File: src/hw/rtl/process_state_queues_macros.svh
// Assertion macros shared by the process state queue RTL.
// Needs i_clk and i_rst_n in the scope where a macro is used.
`ifndef PROCESS_STATE_QUEUES_MACROS_SVH
`define PROCESS_STATE_QUEUES_MACROS_SVH

// Holds at every clock edge outside reset.
`define PSQ_ASSERT_ALWAYS(lbl, expr, msg) \
    lbl: assert property (@(posedge i_clk) disable iff (!i_rst_n) (expr)) \
        else $error(msg);

// Consequent checked in the same cycle as the antecedent.
`define PSQ_ASSERT_IMPLY(lbl, ante, cons, msg) \
    lbl: assert property (@(posedge i_clk) disable iff (!i_rst_n) (ante) |-> (cons)) \
        else $error(msg);

// Consequent checked in the cycle after the antecedent.
`define PSQ_ASSERT_NEXT(lbl, ante, cons, msg) \
    lbl: assert property (@(posedge i_clk) disable iff (!i_rst_n) (ante) |=> (cons)) \
        else $error(msg);

`endif

File: src/hw/rtl/psq_pkg.sv
// Package for the process state queues: sizes, codes and record types.
// No dependencies; used by psq_cell and process_state_queues.
package psq_pkg;

    localparam int ENTRIES   = 32;
    localparam int ID_BITS   = 8;
    localparam int PRIO_BITS = 4;
    localparam int CNT_W     = $clog2(ENTRIES + 1);
    localparam int OCC_W     = 6;

    // request codes
    localparam logic [1:0] REQ_INSERT = 2'd0;
    localparam logic [1:0] REQ_REMOVE = 2'd1;
    localparam logic [1:0] REQ_FIND   = 2'd2;

    // status codes
    localparam logic [1:0] STATUS_OK        = 2'd0;
    localparam logic [1:0] STATUS_NOT_FOUND = 2'd1;
    localparam logic [1:0] STATUS_FULL      = 2'd2;

    // queue codes, also the search order
    localparam logic [1:0] Q_READY        = 2'd0;
    localparam logic [1:0] Q_READY_SUSP   = 2'd1;
    localparam logic [1:0] Q_BLOCKED      = 2'd2;
    localparam logic [1:0] Q_BLOCKED_SUSP = 2'd3;

    typedef struct packed {
        logic [ID_BITS-1:0]   id;
        logic [PRIO_BITS-1:0] prio;
        logic [1:0]           queue;
        logic                 cls;
    } t_psq_pay;

    typedef struct packed {
        logic     valid;
        t_psq_pay pay;
    } t_psq_rec;

    typedef struct packed {
        logic [1:0] req;
        t_psq_pay   pay;
    } t_psq_cmd;

    // phase strobes broadcast to every cell
    typedef struct packed {
        logic cmp;
        logic apply_ins;
        logic apply_rm;
    } t_psq_ctl;

endpackage

File: src/hw/rtl/psq_cell.sv
// One slot of the record chain: holds a record, compares it with the request,
// and shifts toward or away from its neighbors. Depends on psq_pkg.
module psq_cell (
    input  logic               i_clk,
    input  logic               i_rst_n,
    input  psq_pkg::t_psq_cmd  i_cmd,
    input  psq_pkg::t_psq_ctl  i_ctl,
    input  psq_pkg::t_psq_rec  i_left,
    input  logic               i_left_ins,
    input  psq_pkg::t_psq_rec  i_right,
    input  logic               i_rm_shift,
    output psq_pkg::t_psq_rec  o_rec,
    output logic               o_hit,
    output logic               o_ins
);
    import psq_pkg::*;

    logic     r_valid;
    t_psq_pay r_pay;
    logic     r_hit;
    logic     r_ins;
    logic     n_hit;
    logic     n_ins;
    t_psq_rec n_rec;
    t_psq_rec w_cur;

    assign w_cur = '{valid: r_valid, pay: r_pay};

    always_comb begin
        n_hit = r_valid && (r_pay.id == i_cmd.pay.id);
        // new record goes ahead of this one
        n_ins = r_valid && ((r_pay.queue > i_cmd.pay.queue) ||
                ((i_cmd.pay.queue < Q_BLOCKED) && (r_pay.queue == i_cmd.pay.queue) &&
                 (r_pay.prio < i_cmd.pay.prio)));
    end

    always_comb begin
        n_rec = w_cur;
        if (i_ctl.apply_ins) begin
            if (i_left_ins) begin
                n_rec = i_left;
            end else if (r_ins || (!r_valid && i_left.valid)) begin
                n_rec = '{valid: 1'b1, pay: i_cmd.pay};
            end
        end
        if (i_ctl.apply_rm && i_rm_shift) begin
            n_rec = i_right;
        end
    end

    always_ff @(posedge i_clk) begin
        if (!i_rst_n) begin
            r_valid <= 1'b0;
        end else begin
            r_valid <= n_rec.valid;
        end
    end

    always_ff @(posedge i_clk) begin
        r_pay <= n_rec.pay;
        if (i_ctl.cmp) begin
            r_hit <= n_hit;
            r_ins <= n_ins;
        end
    end

    assign o_rec = w_cur;
    assign o_hit = r_hit;
    assign o_ins = r_ins;

endmodule

File: src/hw/rtl/process_state_queues.sv
// Process state queues, top level: request control, chain of slot cells, result
// register. Depends on psq_pkg, psq_cell and process_state_queues_macros.svh.
//
// Usage:
//   Request channel i_in_valid / o_in_stall carries req_type (insert, remove by
//   id, find by id), proc_id, prio, run_state, is_suspended and proc_class.
//   Result channel o_out_valid / i_out_stall returns status, found_queue,
//   found_prio, found_class and occupancy, one result per request, in order.
//   Records sit packed in a row of ENTRIES cells in search order: ready,
//   ready-suspended, blocked, blocked-suspended; ready queues by priority.
//   A request passes through accept, compare and apply: in the compare cycle
//   every cell checks its record against the request; in the apply step the
//   row may shift by one slot and the result is loaded. o_in_stall is high in
//   the compare and apply states, so a new request is taken only after the
//   last one has left apply. The result is registered at the end of apply.
//   If the receiver stalls with a result still held, the apply step waits;
//   the held result stays stable while stalled.
//   Synchronous reset empties all slots at once and drops any pending result.
`include "process_state_queues_macros.svh"

module process_state_queues (
    input  logic                              i_clk,
    input  logic                              i_rst_n,
    input  logic                              i_in_valid,
    output logic                              o_in_stall,
    input  logic [1:0]                        i_req_type,
    input  logic [7:0]                        i_proc_id,
    input  logic [3:0]                        i_prio,
    input  logic                              i_run_state,
    input  logic                              i_is_suspended,
    input  logic                              i_proc_class,
    output logic                              o_out_valid,
    input  logic                              i_out_stall,
    output logic [1:0]                        o_status,
    output logic [1:0]                        o_found_queue,
    output logic [3:0]                        o_found_prio,
    output logic                              o_found_class,
    output logic [psq_pkg::OCC_W-1:0]         o_occupancy
);
    import psq_pkg::*;

    localparam logic [1:0] S_IDLE  = 2'd0;
    localparam logic [1:0] S_CMP   = 2'd1;
    localparam logic [1:0] S_APPLY = 2'd2;

    logic [1:0]       r_state;
    logic [1:0]       n_state;
    t_psq_cmd         r_cmd;
    logic [CNT_W-1:0] r_count;
    logic [CNT_W-1:0] n_count;
    logic             r_out_valid;
    logic [1:0]       r_status;
    logic [1:0]       r_fq;
    logic [3:0]       r_fp;
    logic             r_fc;
    logic [OCC_W-1:0] r_occ;

    t_psq_ctl           w_ctl;
    t_psq_rec           w_rec [ENTRIES];
    logic [ENTRIES-1:0] w_hit;
    logic [ENTRIES-1:0] w_ins;
    logic [ENTRIES-1:0] w_valid;
    logic [ENTRIES-1:0] w_first;
    logic [ENTRIES-1:0] w_ge;
    logic               w_accept;
    logic               w_commit;
    logic               w_full;
    logic               w_any;
    t_psq_pay           w_sel;
    logic [1:0]         n_status;

    assign w_accept = i_in_valid && (r_state == S_IDLE);
    assign w_commit = (r_state == S_APPLY) && (!r_out_valid || !i_out_stall);
    assign w_full   = (r_count == CNT_W'(ENTRIES));

    // first match in search order, and every slot at or after it
    assign w_first = w_hit & (~w_hit + ENTRIES'(1));
    assign w_ge    = ~(w_first - ENTRIES'(1));
    assign w_any   = |w_hit;

    always_comb begin
        w_ctl.cmp       = (r_state == S_CMP);
        w_ctl.apply_ins = w_commit && (r_cmd.req == REQ_INSERT) && !w_full;
        w_ctl.apply_rm  = w_commit && (r_cmd.req == REQ_REMOVE) && w_any;
    end

    always_comb begin
        w_sel = '0;
        for (int i = 0; i < ENTRIES; i++) begin
            if (w_first[i]) begin
                w_sel = w_sel | w_rec[i].pay;
            end
        end
    end

    genvar g;
    generate
        for (g = 0; g < ENTRIES; g++) begin : g_cell
            psq_pkg::t_psq_rec w_left;
            psq_pkg::t_psq_rec w_right;
            logic              w_left_ins;
            if (g == 0) begin : g_head
                // head sees a valid neighbor that never shifts
                assign w_left     = '{valid: 1'b1, pay: '0};
                assign w_left_ins = 1'b0;
            end else begin : g_body
                assign w_left     = w_rec[g-1];
                assign w_left_ins = w_ins[g-1];
            end
            if (g == ENTRIES - 1) begin : g_tail
                assign w_right = '0;
            end else begin : g_inner
                assign w_right = w_rec[g+1];
            end
            psq_cell u_cell (
                .i_clk      (i_clk),
                .i_rst_n    (i_rst_n),
                .i_cmd      (r_cmd),
                .i_ctl      (w_ctl),
                .i_left     (w_left),
                .i_left_ins (w_left_ins),
                .i_right    (w_right),
                .i_rm_shift (w_ge[g]),
                .o_rec      (w_rec[g]),
                .o_hit      (w_hit[g]),
                .o_ins      (w_ins[g])
            );
            assign w_valid[g] = w_rec[g].valid;
        end
    endgenerate

    always_comb begin
        n_state = r_state;
        case (r_state)
            S_IDLE:  if (w_accept) n_state = S_CMP;
            S_CMP:   n_state = S_APPLY;
            S_APPLY: if (w_commit) n_state = S_IDLE;
            default: n_state = S_IDLE;
        endcase
    end

    always_comb begin
        n_count  = r_count;
        n_status = STATUS_OK;
        case (r_cmd.req)
            REQ_INSERT: begin
                if (w_full) begin
                    n_status = STATUS_FULL;
                end else begin
                    n_count = r_count + CNT_W'(1);
                end
            end
            REQ_REMOVE: begin
                if (!w_any) begin
                    n_status = STATUS_NOT_FOUND;
                end else begin
                    n_count = r_count - CNT_W'(1);
                end
            end
            REQ_FIND: begin
                if (!w_any) begin
                    n_status = STATUS_NOT_FOUND;
                end
            end
            default: n_status = STATUS_OK;
        endcase
    end

    always_ff @(posedge i_clk) begin
        if (!i_rst_n) begin
            r_state     <= S_IDLE;
            r_count     <= '0;
            r_out_valid <= 1'b0;
        end else begin
            r_state     <= n_state;
            r_out_valid <= w_commit || (r_out_valid && i_out_stall);
            if (w_commit) begin
                r_count <= n_count;
            end
        end
    end

    always_ff @(posedge i_clk) begin
        if (w_accept) begin
            r_cmd.req       <= i_req_type;
            r_cmd.pay.id    <= i_proc_id[ID_BITS-1:0];
            r_cmd.pay.prio  <= i_prio[PRIO_BITS-1:0];
            r_cmd.pay.queue <= {i_run_state, i_is_suspended};
            r_cmd.pay.cls   <= i_proc_class;
        end
        if (w_commit) begin
            r_status <= n_status;
            r_occ    <= OCC_W'(n_count);
            if (((r_cmd.req == REQ_REMOVE) || (r_cmd.req == REQ_FIND)) && w_any) begin
                r_fq <= w_sel.queue;
                r_fp <= 4'(w_sel.prio);
                r_fc <= w_sel.cls;
            end else begin
                r_fq <= Q_READY;
                r_fp <= '0;
                r_fc <= 1'b0;
            end
        end
    end

    assign o_in_stall    = (r_state != S_IDLE);
    assign o_out_valid   = r_out_valid;
    assign o_status      = r_status;
    assign o_found_queue = r_fq;
    assign o_found_prio  = r_fp;
    assign o_found_class = r_fc;
    assign o_occupancy   = r_occ;

    `PSQ_ASSERT_ALWAYS(a_count_bound, r_count <= CNT_W'(ENTRIES), "record count above capacity")
    `PSQ_ASSERT_ALWAYS(a_count_matches, $countones(w_valid) == r_count, "valid slots differ from count")
    `PSQ_ASSERT_ALWAYS(a_slots_packed, ((w_valid + ENTRIES'(1)) & w_valid) == '0, "valid slots not packed")
    `PSQ_ASSERT_IMPLY(a_first_onehot, r_state == S_APPLY, $onehot0(w_first), "first match not unique")
    `PSQ_ASSERT_NEXT(a_apply_holds, (r_state == S_APPLY) && !w_commit, r_state == S_APPLY, "apply dropped while result held")

endmodule

File: config.mk
export PLATFORM = sky130hd
export DESIGN_NAME = process_state_queues
export DESIGN_NICKNAME = d
export VERILOG_FILES = /design/src/hw/rtl/psq_pkg.sv /design/src/hw/rtl/psq_cell.sv /design/src/hw/rtl/process_state_queues.sv
export VERILOG_INCLUDE_DIRS = /design/src /design/src/hw/rtl
export SDC_FILE = /design/constraint.sdc
export NUM_CORES = 2
export LEC_CHECK = 0
export BUFFER_PORTS_ARGS = -buffer_cell sky130_fd_sc_hd__buf_4
export CORE_MARGIN = 2
export CORE_UTILIZATION = 60
export CTS_BUF_LIST = sky130_fd_sc_hd__clkbuf_4 sky130_fd_sc_hd__clkbuf_8
export DETAILED_ROUTE_END_ITERATION = 12
export PLACE_DENSITY = 0.76
export SYNTH_ARGS = -nofsm -noshare
export SYNTH_HDL_FRONTEND = slang
export SYNTH_HIERARCHICAL = 1
export SYNTH_SLANG_ARGS = --single-unit
File: constraint.sdc
create_clock -name i_clk -period 10.61 [get_ports i_clk]
set_input_delay 1.061 -clock i_clk [delete_from_list [all_inputs] [get_ports i_clk]]
set_output_delay 1.061 -clock i_clk [all_outputs]
set_load 0.05 [all_outputs]
==> impl_metrics.yaml <==
job:
  maxCapViolations: 0
placed_design:
  io_buffer_count: 37
  pre_cts_slack_ps: 5955
  dp_hpwl_um: 82740
  placed_cells: 4888
  gp_congestion: 0.9600
synthesis:
  yosys-mux-area-fraction: 0.1187
  ys_seq_area_frac: 0.4465
  synth_edf_count: 576
  avgSynthCellArea_um2: 9.824
  synth_top_family_by_area: "simple AND/OR/NAND/NOR gates"
  synth-simple-area-share: 0.1590
  synth_adder_area_share: 0.05119
  yosys.cell_types.count: 79
  syn_area_um2: 40570
  synth_compound_area_frac: 0.1155
  async_flop_share: 0
  synth_warnings: 6
  synthFlopType: "edfxtp_1"
  synth_cells: 4130
  ys_ff_latch: 617
  synth-xor-area-share: 0.05526
critical_path:
  slowest_delay_ps: 830
  path_cells: "nor3_2 -> buf_4 -> clkinv_2 -> nor3_4 -> and3_1 -> clkinv_1 -> o22ai_1 -> nor2_1 -> or4b_1 -> o21bai_1 -> and2_1 -> o21ai_0"
  worst_ep_required_time_ps: 11040
  crit_arrival_ps: 5270
  cp-end-kind: "flip-flop"
  cp.buffers_inverters: 3
  crit_type: "reg2reg"
  path_delay_family: "simple AND/OR/NAND/NOR gates"
  cp_max_fo: 31
  slowest_stage: "and2_1"
  critPathLaunchType: "flip-flop"
cells_and_area:
  syn_to_final_growth_pct: 6.442
  final_cell_mix: "nand2_1 (738), edfxtp_1 (576), o21ai_0 (495)"
  final_cells: 5086
  fillers: 5415
  layout.nets: 4310
  drive_gt1_frac: 0.07100
  final_common_cell: "nand2_1"
clock_tree:
  cts_resized: 0
  cts_max_path_buffers: 3
  clock_sinks: 617
  cts_buffers: 106
  cts_tree: "yes"
  post_cts_buffers: 0
  clkSlewWorstSetupHoldPaths_ps: 60
  clk_latency_ps: 740
  ctsHoldBuffers: 0
  clock-root-buffer: "clkbuf_8"
  htreeDepth: 3
pwr:
  pwr-share-clk: 0.398
  leakagePower_uw: 0.01619
  power_frac_seq: 0.503
  powerDensity_nw_per_um2: 129.7
  power.internal_uw: 4131
  ir_drop_v: 0.00007437
  switching_share: 0.2622
  p_switching_uw: 1468
  p_comb_frac: 0.100
timing:
  worst_slew_pin_slew_ps: 1104
  fin_worst_skew_ps: 55.95
  rsz0062_at_grt: "false"
  worst_slew_margin_rel: 0.2642
  hold_viol: 0
  fin_ws_ps: 5768
  post-route-min-period_ps: 4842
  post-route-period-util: 0.4563
  max_freq_mhz: 206.5
  slew_viol_final: 0
  setup_violations: 0
  setup-tns-final_ps: 0
  whs_ps: 515.2
min_path:
  hp-class: "reg2reg"
status:
  outcome: "complete, no violations"
floorplanning:
  die_w_um: 264.0
  die_y_um: 264.0
  die_area_um2: 69720
  core-area_um2: 67040
  rows: 95
  top_level_ports: 38
  initial_core_util: 0.6052
route:
  viasPerCell: 6.421
  drtIter0Drc: 3929
  routed_wl_um: 120200
  num_vias: 32660
  antenna_left: 0
  route.detailed.wl_per_inst_um: 23.64
  drc: 0
  firstDrtPassIters: 9
global_route:
  grt_pass1_wl_um: 185300
  groute.usage.overall: 0.3396
  grt_overflow: 0
  first_global_vias: 31290
  antenna_found_initial: 2
  grt_max_degree: 76
power by group through the flow:
stage	logic [uW]	clock network, uW	registers [uW]
final	557	2230	2820
after global routing	609	2340	2820
after CTS	544	2240	2810
after detailed placement	541	0	2860
after global placement	519	0	2860
after floorplan	377	0	2860
final cells by class:
cell class              instances  area (um^2)  area share
inverters                     219        823.3     0.01906
multi-input cells            3100        20420      0.4728
well taps                     873         1092     0.02529
clock buffers                 153         1874     0.04340
diodes                          2        5.005   0.0001159
repair buffers                 79        593.1     0.01373
flip-flops and latches        617        18120      0.4195
clock inverters                43        264.0    0.006113
per-stage QoR:
step,cell area [um^2],total power (uW),utilization
floorplan,40700,3237,-
global placement,41040,3382,0.6122
detailed placement,41040,3404,0.6122
CTS,43180,5600,0.6441
global route,43190,5772,0.6442
finish,43190,5599,0.6442
metal layers:
| layer | GRT usage | wire, um | vias to the layer above |
|---|---|---|---|
| met5 | 0 | 18 | - |
| met4 | 0.1539 | 5557 | 2 |
| met3 | 0.06311 | 12300 | 335 |
| met2 | 0.5336 | 54360 | 1743 |
| met1 | 0.4592 | 48020 | 15690 |
| li1 | - | - | 14890 |
sequential cells by signal, summed over array words and instances, names as in the netlist:
signal                 count
g_cell.u_cell/o_rec      480
g_cell.u_cell/o_hit       32
g_cell.u_cell/o_ins       32
g_cell.u_cell/r_valid     32
r_cmd                     17
o_occupancy                6
r_count                    6
o_found_prio               4
o_found_queue              2
o_status                   2
r_state                    2
o_found_class              1
o_out_valid                1
synthesized netlist by cell type, types with 33 or more instances:
cell	n	area share
a21oi_1	117	0.014
and2_1	37	0.0057
buf_4	65	0.012
buf_6	34	0.0094
clkbuf_1	121	0.011
dfxtp_1	41	0.020
edfxtp_1	576	0.43
ha_1	166	0.051
inv_1	217	0.020
mux2i_1	481	0.12
nand2_1	738	0.068
nand2b_1	39	0.0060
nand3_1	145	0.018
nand3b_1	33	0.0061
nor2_1	65	0.0060
nor2b_1	44	0.0068
nor3_1	45	0.0056
nor4_1	47	0.0072
nor4_2	33	0.010
o21ai_0	495	0.061
o22ai_1	35	0.0054
or3_1	37	0.0057
xor2_1	224	0.048
worst register-to-register path, delay by kind of cell, from the launching register on:
| kind | cells | cell delay (ps) |
|---|---|---|
| buffers and inverters | 3 | 890 |
| and+or+nand+nor | 6 | 2380 |
| DFF | 1 | 640 |
| AOI/OAI and AO/OA | 3 | 640 |
cells by family (layout without fill, tap and decap cells):
logic type	after synthesis	after routing
xor gates and xnor gates	256	256
AOI/OAI and AO/OA	831	831
DFF	617	617
buffers and inverters	446	494
and+or+nand+nor	1331	1331
muxes	481	481
adders and majority gates	166	166
other	2	37
worst paths after layout:
| check | slack [ps] | from | end | cells after the start |
|---|---|---|---|---|
| setup / recovery | 5770 | g_cell[0].u_cell/o_hit | g_cell[30].u_cell/o_rec[3] | 12 |
| hold / removal | 520 | o_out_valid | o_out_valid | 2 |
| setup reg to reg | 5770 | g_cell[0].u_cell/o_hit | g_cell[30].u_cell/o_rec[3] | 12 |
| hold reg to reg | 520 | o_out_valid | o_out_valid | 2 |
Note: power is estimated with default switching activity, not from simulation.
